[src/design/tec_pkg.sv]
// shared types and constants for the triangle enclosing center block
package tec_pkg;

    localparam int unsigned COORD_W = 16;
    localparam int unsigned CFG_W   = 16;
    localparam int unsigned KIND_W  = 2;

    localparam logic [KIND_W-1:0] KIND_CIRC = 2'd0;
    localparam logic [KIND_W-1:0] KIND_AB   = 2'd1;
    localparam logic [KIND_W-1:0] KIND_AC   = 2'd2;
    localparam logic [KIND_W-1:0] KIND_BC   = 2'd3;

    localparam logic REG_LIMIT_ON    = 1'b0;
    localparam logic REG_GUARD_LIMIT = 1'b1;

    typedef struct packed {
        logic signed [COORD_W-1:0] ax;
        logic signed [COORD_W-1:0] ay;
        logic signed [COORD_W-1:0] bx;
        logic signed [COORD_W-1:0] by_coord;
        logic signed [COORD_W-1:0] cx;
        logic signed [COORD_W-1:0] cy;
    } t_tri;

endpackage

[src/design/tec_front.sv]
// front part: config registers, guard count and limit check
module tec_front (
    input  logic                     i_clk,
    input  logic                     i_rst_n,
    input  logic                     i_cfg_we,
    input  logic                     i_cfg_idx,
    input  logic [tec_pkg::CFG_W-1:0] i_cfg_data,
    input  logic                     i_push,
    input  logic                     i_set_start,
    input  logic                     i_q_full,
    output logic                     o_q_push
);

    logic        r_limit_on;
    logic [15:0] r_guard_limit;
    logic [15:0] r_count;
    logic [15:0] n_count;
    logic [15:0] count_eff;
    logic        accept;
    logic        emit;

    always_comb begin
        accept    = i_push && !i_q_full;
        count_eff = i_set_start ? 16'd0 : r_count;
        emit      = !(r_limit_on && (count_eff >= r_guard_limit));
        n_count   = r_count;
        if (accept) begin
            n_count = count_eff;
            if (emit && (count_eff != 16'hFFFF)) begin
                n_count = count_eff + 16'd1;
            end
        end
    end

    assign o_q_push = accept && emit;

    always_ff @(posedge i_clk) begin
        if (!i_rst_n) begin
            r_limit_on    <= 1'b0;
            r_guard_limit <= '0;
            r_count       <= '0;
        end else begin
            r_count <= n_count;
            if (i_cfg_we) begin
                case (i_cfg_idx)
                    tec_pkg::REG_LIMIT_ON:    r_limit_on    <= i_cfg_data[0];
                    tec_pkg::REG_GUARD_LIMIT: r_guard_limit <= i_cfg_data;
                    default: ;
                endcase
            end
        end
    end

endmodule

[src/design/tec_queue.sv]
// short item queue between front and back parts
module tec_queue #(
    parameter int DEPTH = 2
) (
    input  logic          i_clk,
    input  logic          i_rst_n,
    input  logic          i_push,
    input  tec_pkg::t_tri i_data,
    output logic          o_full,
    input  logic          i_take,
    output logic          o_valid,
    output tec_pkg::t_tri o_data
);

    localparam int PW = (DEPTH > 1) ? $clog2(DEPTH) : 1;
    localparam int CW = $clog2(DEPTH + 1);

    tec_pkg::t_tri r_mem [DEPTH];
    logic [PW-1:0] r_wptr;
    logic [PW-1:0] r_rptr;
    logic [CW-1:0] r_cnt;
    logic          do_push;
    logic          do_take;

    assign o_full  = (r_cnt == CW'(DEPTH));
    assign o_valid = (r_cnt != '0);
    assign o_data  = r_mem[r_rptr];
    assign do_push = i_push && !o_full;
    assign do_take = i_take && o_valid;

    always_ff @(posedge i_clk) begin
        if (do_push) begin
            r_mem[r_wptr] <= i_data;
        end
    end

    always_ff @(posedge i_clk) begin
        if (!i_rst_n) begin
            r_wptr <= '0;
            r_rptr <= '0;
            r_cnt  <= '0;
        end else begin
            if (do_push) begin
                r_wptr <= (r_wptr == PW'(DEPTH - 1)) ? '0 : r_wptr + 1'b1;
            end
            if (do_take) begin
                r_rptr <= (r_rptr == PW'(DEPTH - 1)) ? '0 : r_rptr + 1'b1;
            end
            if (do_push && !do_take) begin
                r_cnt <= r_cnt + 1'b1;
            end else if (do_take && !do_push) begin
                r_cnt <= r_cnt - 1'b1;
            end
        end
    end

endmodule

[src/design/tec_back.sv]
// back part: multiply sequencer, divider and result register
module tec_back (
    input  logic                       i_clk,
    input  logic                       i_rst_n,
    input  logic                       i_valid,
    input  tec_pkg::t_tri              i_item,
    output logic                       o_take,
    input  logic                       i_pop,
    output logic                       o_empty,
    output logic signed [15:0]         o_guard_x,
    output logic signed [15:0]         o_guard_y,
    output logic [tec_pkg::KIND_W-1:0] o_point_kind
);

    typedef enum logic [2:0] {S_IDLE, S_MUL, S_ACC, S_DIV, S_FIX, S_DONE} t_state;

    t_state              r_state;
    tec_pkg::t_tri       r_tri;
    logic signed [16:0]  r_abx, r_aby, r_acx, r_acy, r_bcx, r_bcy;
    logic [3:0]          r_step;
    logic signed [35:0]  r_prod;
    logic signed [51:0]  r_acc;
    logic [32:0]         r_len0, r_len1, r_len2;
    logic signed [33:0]  r_cross;
    logic signed [51:0]  r_ux;
    logic [50:0]         r_remx, r_remy, r_dsh;
    logic [16:0]         r_qx, r_qy;
    logic                r_negx, r_negy;
    logic [4:0]          r_dcnt;
    logic signed [15:0]  r_gx, r_gy;
    logic [1:0]          r_kind;
    logic                r_ovalid;
    logic signed [15:0]  r_ox, r_oy;
    logic [1:0]          r_okind;

    logic signed [17:0]  opa, opb;
    logic                op_sub, op_hi, op_last;
    logic signed [51:0]  term, acc_sum;
    logic [33:0]         lmax, lrest;
    logic [1:0]          longest;
    logic                acute;
    logic signed [16:0]  mx_ab, my_ab, mx_ac, my_ac, mx_bc, my_bc;
    logic signed [15:0]  mid_x, mid_y;
    logic signed [34:0]  dval;
    logic [50:0]         dabs;
    logic [50:0]         uabs_x, uabs_y;
    logic signed [18:0]  fx, fy;

    function automatic logic signed [15:0] clamp19(input logic signed [18:0] v);
        if (v > 19'sd32767) begin
            return 16'sh7FFF;
        end else if (v < -19'sd32768) begin
            return 16'sh8000;
        end
        return v[15:0];
    endfunction

    always_comb begin
        opa = '0; opb = '0; op_sub = 1'b0; op_hi = 1'b0; op_last = 1'b0;
        case (r_step)
            4'd0:  begin opa = 18'(r_abx); opb = 18'(r_abx); end
            4'd1:  begin opa = 18'(r_aby); opb = 18'(r_aby); op_last = 1'b1; end
            4'd2:  begin opa = 18'(r_acx); opb = 18'(r_acx); end
            4'd3:  begin opa = 18'(r_acy); opb = 18'(r_acy); op_last = 1'b1; end
            4'd4:  begin opa = 18'(r_bcx); opb = 18'(r_bcx); end
            4'd5:  begin opa = 18'(r_bcy); opb = 18'(r_bcy); op_last = 1'b1; end
            4'd6:  begin opa = 18'(r_abx); opb = 18'(r_acy); end
            4'd7:  begin opa = 18'(r_aby); opb = 18'(r_acx); op_sub = 1'b1;
                         op_last = 1'b1; end
            4'd8:  begin opa = 18'(r_acy); opb = {1'b0, r_len0[16:0]}; end
            4'd9:  begin opa = 18'(r_acy); opb = {2'b0, r_len0[32:17]}; op_hi = 1'b1; end
            4'd10: begin opa = 18'(r_aby); opb = {1'b0, r_len1[16:0]}; op_sub = 1'b1; end
            4'd11: begin opa = 18'(r_aby); opb = {2'b0, r_len1[32:17]}; op_sub = 1'b1;
                         op_hi = 1'b1; op_last = 1'b1; end
            4'd12: begin opa = 18'(r_abx); opb = {1'b0, r_len1[16:0]}; end
            4'd13: begin opa = 18'(r_abx); opb = {2'b0, r_len1[32:17]}; op_hi = 1'b1; end
            4'd14: begin opa = 18'(r_acx); opb = {1'b0, r_len0[16:0]}; op_sub = 1'b1; end
            default: begin opa = 18'(r_acx); opb = {2'b0, r_len0[32:17]}; op_sub = 1'b1;
                         op_hi = 1'b1; op_last = 1'b1; end
        endcase
        term    = op_hi ? (52'(r_prod) <<< 17) : 52'(r_prod);
        acc_sum = op_sub ? (r_acc - term) : (r_acc + term);
    end

    always_comb begin
        if ((r_len0 >= r_len1) && (r_len0 >= r_len2)) begin
            longest = 2'd0; lmax = 34'(r_len0); lrest = 34'(r_len1) + 34'(r_len2);
        end else if (r_len1 >= r_len2) begin
            longest = 2'd1; lmax = 34'(r_len1); lrest = 34'(r_len0) + 34'(r_len2);
        end else begin
            longest = 2'd2; lmax = 34'(r_len2); lrest = 34'(r_len0) + 34'(r_len1);
        end
        acute = (lrest > lmax) && (acc_sum[33:0] != '0);
        mx_ab = 17'(r_tri.ax) + 17'(r_tri.bx);
        my_ab = 17'(r_tri.ay) + 17'(r_tri.by_coord);
        mx_ac = 17'(r_tri.ax) + 17'(r_tri.cx);
        my_ac = 17'(r_tri.ay) + 17'(r_tri.cy);
        mx_bc = 17'(r_tri.bx) + 17'(r_tri.cx);
        my_bc = 17'(r_tri.by_coord) + 17'(r_tri.cy);
        case (longest)
            2'd0:    begin mid_x = mx_ab[16:1]; mid_y = my_ab[16:1]; end
            2'd1:    begin mid_x = mx_ac[16:1]; mid_y = my_ac[16:1]; end
            default: begin mid_x = mx_bc[16:1]; mid_y = my_bc[16:1]; end
        endcase
        dval   = {r_cross, 1'b0};
        dabs   = 51'(dval[34] ? -dval : dval) << 16;
        uabs_x = 51'(r_ux[51] ? -r_ux : r_ux);
        uabs_y = 51'(acc_sum[51] ? -acc_sum : acc_sum);
        fx = 19'(r_tri.ax) + (r_negx ? -19'(r_qx) : 19'(r_qx));
        fy = 19'(r_tri.ay) + (r_negy ? -19'(r_qy) : 19'(r_qy));
    end

    assign o_take       = (r_state == S_IDLE) && i_valid;
    assign o_empty      = !r_ovalid;
    assign o_guard_x    = r_ox;
    assign o_guard_y    = r_oy;
    assign o_point_kind = r_okind;

    always_ff @(posedge i_clk) begin
        if (!i_rst_n) begin
            r_state  <= S_IDLE;
            r_ovalid <= 1'b0;
        end else begin
            if (i_pop && r_ovalid && (r_state != S_DONE)) begin
                r_ovalid <= 1'b0;
            end
            case (r_state)
                S_IDLE: begin
                    if (i_valid) begin
                        r_tri  <= i_item;
                        r_abx  <= 17'(i_item.bx) - 17'(i_item.ax);
                        r_aby  <= 17'(i_item.by_coord) - 17'(i_item.ay);
                        r_acx  <= 17'(i_item.cx) - 17'(i_item.ax);
                        r_acy  <= 17'(i_item.cy) - 17'(i_item.ay);
                        r_bcx  <= 17'(i_item.cx) - 17'(i_item.bx);
                        r_bcy  <= 17'(i_item.cy) - 17'(i_item.by_coord);
                        r_step <= '0;
                        r_acc  <= '0;
                        r_state <= S_MUL;
                    end
                end
                S_MUL: begin
                    r_prod  <= opa * opb;
                    r_state <= S_ACC;
                end
                S_ACC: begin
                    r_acc   <= op_last ? '0 : acc_sum;
                    r_step  <= r_step + 4'd1;
                    case (r_step)
                        4'd1: begin
                            r_len0  <= acc_sum[32:0];
                            r_state <= S_MUL;
                        end
                        4'd3: begin
                            r_len1  <= acc_sum[32:0];
                            r_state <= S_MUL;
                        end
                        4'd5: begin
                            r_len2  <= acc_sum[32:0];
                            r_state <= S_MUL;
                        end
                        4'd7: begin
                            r_cross <= acc_sum[33:0];
                            if (!acute) begin
                                r_gx    <= mid_x;
                                r_gy    <= mid_y;
                                case (longest)
                                    2'd0:    r_kind <= tec_pkg::KIND_AB;
                                    2'd1:    r_kind <= tec_pkg::KIND_AC;
                                    default: r_kind <= tec_pkg::KIND_BC;
                                endcase
                                r_state <= S_DONE;
                            end else begin
                                r_state <= S_MUL;
                            end
                        end
                        4'd11: begin
                            r_ux    <= acc_sum;
                            r_state <= S_MUL;
                        end
                        4'd15: begin
                            r_remx  <= uabs_x;
                            r_remy  <= uabs_y;
                            r_dsh   <= dabs;
                            r_negx  <= r_ux[51] ^ r_cross[33];
                            r_negy  <= acc_sum[51] ^ r_cross[33];
                            r_qx    <= '0;
                            r_qy    <= '0;
                            r_dcnt  <= 5'd16;
                            r_state <= S_DIV;
                        end
                        default: r_state <= S_MUL;
                    endcase
                end
                S_DIV: begin
                    if (r_remx >= r_dsh) begin
                        r_remx <= r_remx - r_dsh;
                        r_qx   <= {r_qx[15:0], 1'b1};
                    end else begin
                        r_qx   <= {r_qx[15:0], 1'b0};
                    end
                    if (r_remy >= r_dsh) begin
                        r_remy <= r_remy - r_dsh;
                        r_qy   <= {r_qy[15:0], 1'b1};
                    end else begin
                        r_qy   <= {r_qy[15:0], 1'b0};
                    end
                    r_dsh  <= r_dsh >> 1;
                    r_dcnt <= r_dcnt - 5'd1;
                    if (r_dcnt == '0) begin
                        r_state <= S_FIX;
                    end
                end
                S_FIX: begin
                    r_gx    <= clamp19(fx);
                    r_gy    <= clamp19(fy);
                    r_kind  <= tec_pkg::KIND_CIRC;
                    r_state <= S_DONE;
                end
                S_DONE: begin
                    if (!r_ovalid || i_pop) begin
                        r_ox     <= r_gx;
                        r_oy     <= r_gy;
                        r_okind  <= r_kind;
                        r_ovalid <= 1'b1;
                        r_state  <= S_IDLE;
                    end
                end
                default: r_state <= S_IDLE;
            endcase
        end
    end

endmodule

[src/design/triangle_enclosing_center.sv]
// top level of the triangle enclosing center block
// One triangle per item goes in, and at most one guard point comes out. The front
// part updates the per-set guard count and drops items over the limit in the cycle
// of the push; kept items wait in a small queue. The back part runs each item on
// one shared 18x18 multiplier: 8 multiply-accumulate steps, each a multiply state
// and an accumulate state, settle a right or obtuse triangle; an acute one takes
// 8 more steps and a restoring divider for both offsets. The result register frees
// the back part as soon as the result is written.
module triangle_enclosing_center #(
    parameter int QUEUE_DEPTH = 2
) (
    input  logic                       i_clk,
    input  logic                       i_rst_n,
    input  logic                       i_cfg_we,
    input  logic                       i_cfg_idx,
    input  logic [tec_pkg::CFG_W-1:0]  i_cfg_data,
    input  logic                       push,
    output logic                       full,
    input  logic signed [15:0]         i_ax,
    input  logic signed [15:0]         i_ay,
    input  logic signed [15:0]         i_bx,
    input  logic signed [15:0]         i_by_coord,
    input  logic signed [15:0]         i_cx,
    input  logic signed [15:0]         i_cy,
    input  logic                       i_set_start,
    output logic                       empty,
    input  logic                       pop,
    output logic signed [15:0]         o_guard_x,
    output logic signed [15:0]         o_guard_y,
    output logic [tec_pkg::KIND_W-1:0] o_point_kind
);

    tec_pkg::t_tri in_tri;
    tec_pkg::t_tri q_tri;
    logic          q_push;
    logic          q_valid;
    logic          q_take;

    assign in_tri.ax       = i_ax;
    assign in_tri.ay       = i_ay;
    assign in_tri.bx       = i_bx;
    assign in_tri.by_coord = i_by_coord;
    assign in_tri.cx       = i_cx;
    assign in_tri.cy       = i_cy;

    tec_front u_front (
        .i_clk       (i_clk),
        .i_rst_n     (i_rst_n),
        .i_cfg_we    (i_cfg_we),
        .i_cfg_idx   (i_cfg_idx),
        .i_cfg_data  (i_cfg_data),
        .i_push      (push),
        .i_set_start (i_set_start),
        .i_q_full    (full),
        .o_q_push    (q_push)
    );

    tec_queue #(.DEPTH(QUEUE_DEPTH)) u_queue (
        .i_clk   (i_clk),
        .i_rst_n (i_rst_n),
        .i_push  (q_push),
        .i_data  (in_tri),
        .o_full  (full),
        .i_take  (q_take),
        .o_valid (q_valid),
        .o_data  (q_tri)
    );

    tec_back u_back (
        .i_clk        (i_clk),
        .i_rst_n      (i_rst_n),
        .i_valid      (q_valid),
        .i_item       (q_tri),
        .o_take       (q_take),
        .i_pop        (pop),
        .o_empty      (empty),
        .o_guard_x    (o_guard_x),
        .o_guard_y    (o_guard_y),
        .o_point_kind (o_point_kind)
    );

endmodule
[config.mk]
export PLATFORM = sky130hd
export DESIGN_NAME = triangle_enclosing_center
export DESIGN_NICKNAME = d
export VERILOG_FILES = /design/src/design/tec_pkg.sv /design/src/design/tec_front.sv /design/src/design/tec_queue.sv /design/src/design/tec_back.sv /design/src/design/triangle_enclosing_center.sv
export SDC_FILE = /design/constraint.sdc
export NUM_CORES = 2
export LEC_CHECK = 0
export BUFFER_PORTS_ARGS = -buffer_cell sky130_fd_sc_hd__clkbuf_2
export CAP_MARGIN = 20
export CORE_MARGIN = 4
export CORE_UTILIZATION = 62
export DETAILED_ROUTE_END_ITERATION = 6
export PLACE_DENSITY = 0.75
export SYNTH_ARGS = -nofsm -noshare
export SYNTH_HDL_FRONTEND = slang
export SYNTH_SLANG_ARGS = --single-unit
[constraint.sdc]
create_clock -name i_clk -period 16.5 [get_ports i_clk]
set_input_delay 3.3 -clock i_clk [delete_from_list [all_inputs] [get_ports i_clk]]
set_output_delay 3.3 -clock i_clk [all_outputs]
set_load 0.05 [all_outputs]
### Word-level counts from Yosys, hierarchy flattened

Memory sizes are Yosys's and may differ from the RTL's. A register that Yosys moved wholly into a read port is not among the register bits.
Cells that the tools add are included.

| word-level totals | value |
|---|---|
| flip-flop bits (word level) | 778 |
| RAM bits | 192 |
| input port bits | 119 |
| output and inout bits | 36 |
| logic and storage cells | 260 |
| memories kept | 1 |

| operators by class | value |
|---|---|
| add/sub/neg operators | 33 |
| multiply operators | 1 |
| magnitude comparators | 11 |
| eq/ne operators | 32 |
| muxes and demuxes | 80 |
| bitwise gates (word level) | 3 |
| reduce and logical (&&, ||, !) cells | 57 |

Memory list:

| memory | words | bits a word | read ports | clocked after Yosys merged registers in | wr ports | line | text |
|---|---|---|---|---|---|---|---|
| u_queue.r_mem | 2 | 96 | 1 | 1 | 1 | tec_queue.sv:18 | `tec_pkg::t_tri r_mem [DEPTH];` |

Operators by type and width:

| operator | count |
|---|---|
| $mux 51 | 7 |
| $pmux 51 s2 | 3 |
| $mux 52 | 4 |
| $mux 16 | 12 |
| $pmux 18 s9 | 1 |
| $pmux 16 s2 | 4 |
| $pmux 52 s2 | 1 |
| $add 16x16->17 | 6 |
| $add 33x33->34 | 3 |
| $ge 51x51->1 | 2 |
| $mux 34 | 3 |
| $neg 51->51 | 2 |
| $sub 16x16->17 | 6 |
| $sub 51x51->51 | 2 |
| $ge 33x33->1 | 3 |
| $pmux 18 s5 | 1 |
| $pmux 17 s2 | 2 |
| $add 52x52->52 | 1 |
| $sub 52x52->52 | 1 |
| $add 19x19->19 | 2 |
| $gt 19x16->1 const B | 2 |
| $lt 19x16->1 const B | 2 |
| $mux 19 | 2 |
| $neg 17->19 | 2 |
| other kinds (56) | 143 |

### Longest topological paths before layout

| logic depth | value |
|---|---|
| word-level depth | 10 |
| gate-level depth with buffers | 37 |
| depth with buffers taken out | 34 |

### By module

A second synthesis with hierarchy kept.

| unflattened totals | value |
|---|---|
| cell total of the unflattened synthesis | 8109 |
| area, all modules | 78823.1 µm² |

Modules (own cells, without submodules):

| module | instances | cells an instance | area an instance (µm²) | seq. area each (µm²) |
|---|---|---|---|---|
| tec_back | 1 | 7502 | 69302.7 | 22211.3 |
| tec_queue | 1 | 324 | 7364.6 | 5865.6 |
| tec_front | 1 | 283 | 2155.8 | 660.6 |

### Worst setup path before layout

No wires, ideal clock.

| path | value |
|---|---|
| path type | input to register |
| from | input port i_rst_n |
| to | register u_back.r_abx[0] (enable) |
| library setup time | 0.760 ns |
| arrival time | 12.285 ns |
| data required time | 15.740 ns |
| slack | 3.455 ns |
| stages on the path | 4 |
| path buffers | 2 |
| cell sequence | clkbuf_1 clkinv_1 clkbuf_1 nor2_1 |

| on the way | value |
|---|---|
| longest elaborated chain between the ends | 1 |

Ends and longest elaborated chain:

| element | line | text |
|---|---|---|
| start, declared | triangle_enclosing_center.sv:13 | `input logic i_rst_n,` |
| $reduce_and 3->1 (no source line) | -- |  |
| end signal, assigned | tec_back.sv:131 | `r_abx <= 17'(i_item.bx) - 17'(i_item.ax);` |
| end, declared | tec_back.sv:19 | `logic signed [16:0] r_abx, r_aby, r_acx, r_acy, r_bcx, r_bcy;` |

No other way between the ends.
A chain may end at the register's enable or synchronous reset.

### Worst setup path after layout

| path | value |
|---|---|
| from | register u_back.r_step[0] |
| to | register u_back.r_prod[34] (data pin) |

| on the way | value |
|---|---|
| longest elaborated chain between the ends | 4 |
| elaborated cells between the ends (all ways) | 26 |
| those cells by class | mul: 1; eq/ne: 14; mux: 2; reduce/logical: 9 |

Ends and longest elaborated chain:

| element | line | text |
|---|---|---|
| start, declared | tec_back.sv:20 | `logic [3:0] r_step;` |
| start signal, assigned | tec_back.sv:148 | `r_step <= r_step + 4'd1;` |
| $eq 4x3->1, or another cell as far along | tec_back.sv:60 | `case (r_step)` |
| $reduce_or 4->1 (no source line), or another cell as far along | -- |  |
| $pmux 18 s5 or $pmux 18 s9 (tied branches) | tec_back.sv:60 |  |
| $mul 18x18->36 * | tec_back.sv:143 | `r_prod <= opa * opb;` |
| end signal, assigned | tec_back.sv:143 |  |
| end, declared | tec_back.sv:21 | `logic signed [35:0] r_prod;` |

Every way passes the cells marked *; elsewhere a longest branch is shown, timed or not.

==> metrics <==
Clock Latency Late Sink 0.76 ns; grt total ovfl 0; routed len/inst approximately 25 um; worst hold-check path type reg2reg; Die X 364 um; max_cap viols 0; share of the synthesized area in the top cell type approximately 35%; status complete, but fails checks; Layout area overhead 8.06%; final max-slew violation count 0; most instantiated library cell after synthesis edfxtp_1; final hold viol count 0; RSZ-0062 raised after global routing no; initial antenna violation count 9; H-tree level count 3; Synth Flop Type edfxtp_1; Post-layout nets approximately 9500; final period utilization around three fifths; Max Clk Rate 0.102 GHz; cell mode on critical path fa_1; first-pass GRT wire length 376 mm; DIE HEIGHT 364 um; total CTS buffers 104; Seq cells post-synth ~970; die area approximately 130000 sq um; post-route minimum period between 9 and 10 ns; postcts setup bufs 0; Synth area leader edfxtp_1; Starting Density 62.5%; CTS Hold Buffers Added 0; CP max stage delay 0.82 ns; Worst Path Required ~17 ns; CP Class reg2reg; CTS resizes 0; vias in the first global route approximately 62000; reg2reg setup slack roughly 6.7 ns; asr flop ratio synth 0%; critical-path maximum fanout 20; Mapped Nets 9394; Post-DP HPWL 196 mm; share of the yosys chip area belonging to registers 36.5%; Placer Congestion around 1.0; vias per cell 6.46; Post-synth EDFFs just over 900; Ys Warns 0; io pins 155; largest net degree at the start of global routing between 90 and 100; type of destination of the critical path flip-flop; Worst path slowest cell edfxtp_1; Synth Cell Area about 79000 sq um; CTS sink count 971; Worst-path clk slew approximately 0.060 ns; Avg Inst Size Synth roughly 9.5 sq um; Slew HR about a fifth; layout cells sized above 1 6.76%; gate count after technology mapping between 8000 and 9000; maximum root-to-sink buffer count 3; Port Buffers 154; Detailed Route WL around 250 mm; row count between 100 and 150; TritonRoute pass-1 iters 7; WP data arrival about 10 ns; CP startpoint kind flip-flop; Yosys cell types 91; CTS tree done; DRC errors left 2; Final Skew slightly below 0.08 ns; Antenna Violating Nets Remaining 0; Post-synth top cells edfxtp_1 (929), nand2_1 (899), inv_1 (759), ha_1 (664), nor2_1 (648); GRT Total Usage 37.2%; Iteration-0 DRC Markers approximately 6900; most area-consuming cells after synthesis edfxtp_1 (35%), ha_1 (11%), fa_1 (8.5%); total number of vias 65256; worst slew pin tran 1.22 ns; CORE AREA ~130000 sq um; Root Buffer clkbuf_16; failing checks design-rule violations; Final Setup Violations 0; setup_tns 0 ns
-- sequential cells by signal (all words and copies together), names as in the netlist, 17 cells and up, named ones only --
signal / flops
u_back.r_abx: 17
u_back.r_aby: 17
u_back.r_acc: 52
u_back.r_acx: 17
u_back.r_acy: 17
u_back.r_bcx: 17
u_back.r_bcy: 17
u_back.r_cross: 34
u_back.r_dsh: 51
u_back.r_len0: 33
u_back.r_len1: 33
u_back.r_len2: 33
u_back.r_prod: 36
u_back.r_qx: 17
u_back.r_qy: 17
u_back.r_remx: 51
u_back.r_remy: 51
u_back.r_tri: 96
u_back.r_ux: 52
u_queue.r_mem: 192
-- layer usage --
layer / global-route usage (%) / routed length, um / up-vias
li1: - / - / 29863
met1: 49.9 / 100000 / 31605
met2: 59.4 / 113000 / 3144
met3: 5.70 / 22500 / 642
met4: 18.3 / 14500 / 2
met5: 0 / 13 / -
-- layout make-up --
class / count / area, sq um
well taps: 1650 / 2060
flip-flops and latches: 971 / 28700
clock buffers: 122 / 2680
repair buffers: 278 / 1700
inverters: 761 / 2860
multi-input cells: 6251 / 46300
fillers: 10005 / 40800
diodes: 5 / 12.5
clock inverters: 65 / 761
-- cell usage in the layout, fill, tap and decap left out, types with 36 or more instances in the layout --
| master | n |
|---|---|
| edfxtp_1 | 929 |
| nand2_1 | 897 |
| inv_1 | 759 |
| ha_1 | 664 |
| nor2_1 | 642 |
| a21oi_1 | 630 |
| o21ai_0 | 442 |
| xnor2_1 | 358 |
| fa_1 | 336 |
| a21o_1 | 189 |
| nor3_1 | 163 |
| xor2_1 | 156 |
| clkbuf_2 | 154 |
| nand3_1 | 138 |
| buf_4 | 122 |
| mux2i_1 | 114 |
| clkbuf_16 | 104 |
| nor2b_1 | 97 |
| o31ai_1 | 88 |
| and2_1 | 87 |
| nand2b_1 | 76 |
| a31oi_1 | 72 |
| nand4_1 | 72 |
| and3_1 | 66 |
| a211oi_1 | 63 |
| or3_1 | 63 |
| o21bai_1 | 55 |
| o21a_1 | 50 |
| o211ai_1 | 47 |
| a21boi_0 | 46 |
| a22oi_1 | 41 |
| dfxtp_1 | 41 |
| nor4_1 | 39 |
| mux2_2 | 38 |
| o41ai_1 | 38 |
| a221oi_1 | 36 |
-- final timing paths --
check,cells past startpoint,to,start
min reg2reg,0,u_back.o_guard_y[14]$_DFFE_PP_,u_back.r_gy[14]$_DFFE_PP_
max,28,u_back.r_prod[34]$_DFFE_PP_,u_back.r_step[0]$_SDFFCE_PN0P_
min,0,u_back.o_guard_y[14]$_DFFE_PP_,u_back.r_gy[14]$_DFFE_PP_
max reg2reg,28,u_back.r_prod[34]$_DFFE_PP_,u_back.r_step[0]$_SDFFCE_PN0P_
-- through the flow --
| stage | cell area [sq um] | worst slack, ns | hold WS, ns | std cells | util, % |
|---|---|---|---|---|---|
| 6_report | 85100 | 6.67 | 0.415 | 10103 | 67.6 |
| 5_1_grt | 85100 | 6.02 | 0.421 | 10098 | 67.6 |
| 4_1_cts | 85000 | 6.72 | 0.418 | 10094 | 67.6 |
| 3_5_place_dp | 81600 | 6.73 | 0.405 | 9907 | 64.8 |
| 3_3_place_gp | 81600 | 6.94 | 0.402 | 9905 | 64.8 |
| 2_1_floorplan | 78700 | 3.46 | 0.400 | 8275 | - |
-- logic make-up after synthesis --
logic type      share of synthesized area [%]
compound gates                           16.8
fa+ha+maj                                19.1
flops                                    36.5
mux                                      1.99
simple gates                             14.8
xor+xnor                                 5.74
buf+inv                                  5.02
-- worst max-delay path: cells and delay by family (launching register included) --
| kind | cells | cell delay, ns |
|---|---|---|
| buffers and inverters | 4 | 0.34 |
| AOI/OAI and AO/OA | 11 | 2.99 |
| xor gates and xnor gates | 1 | 0.16 |
| adders and majority gates | 8 | 3.77 |
| and+or+nand+nor | 4 | 1.50 |
| DFF | 1 | 0.82 |
Power is left out: the tool's default activity adds up to more than one toggle a clock period on the data nets, which glitch-free logic cannot reach.
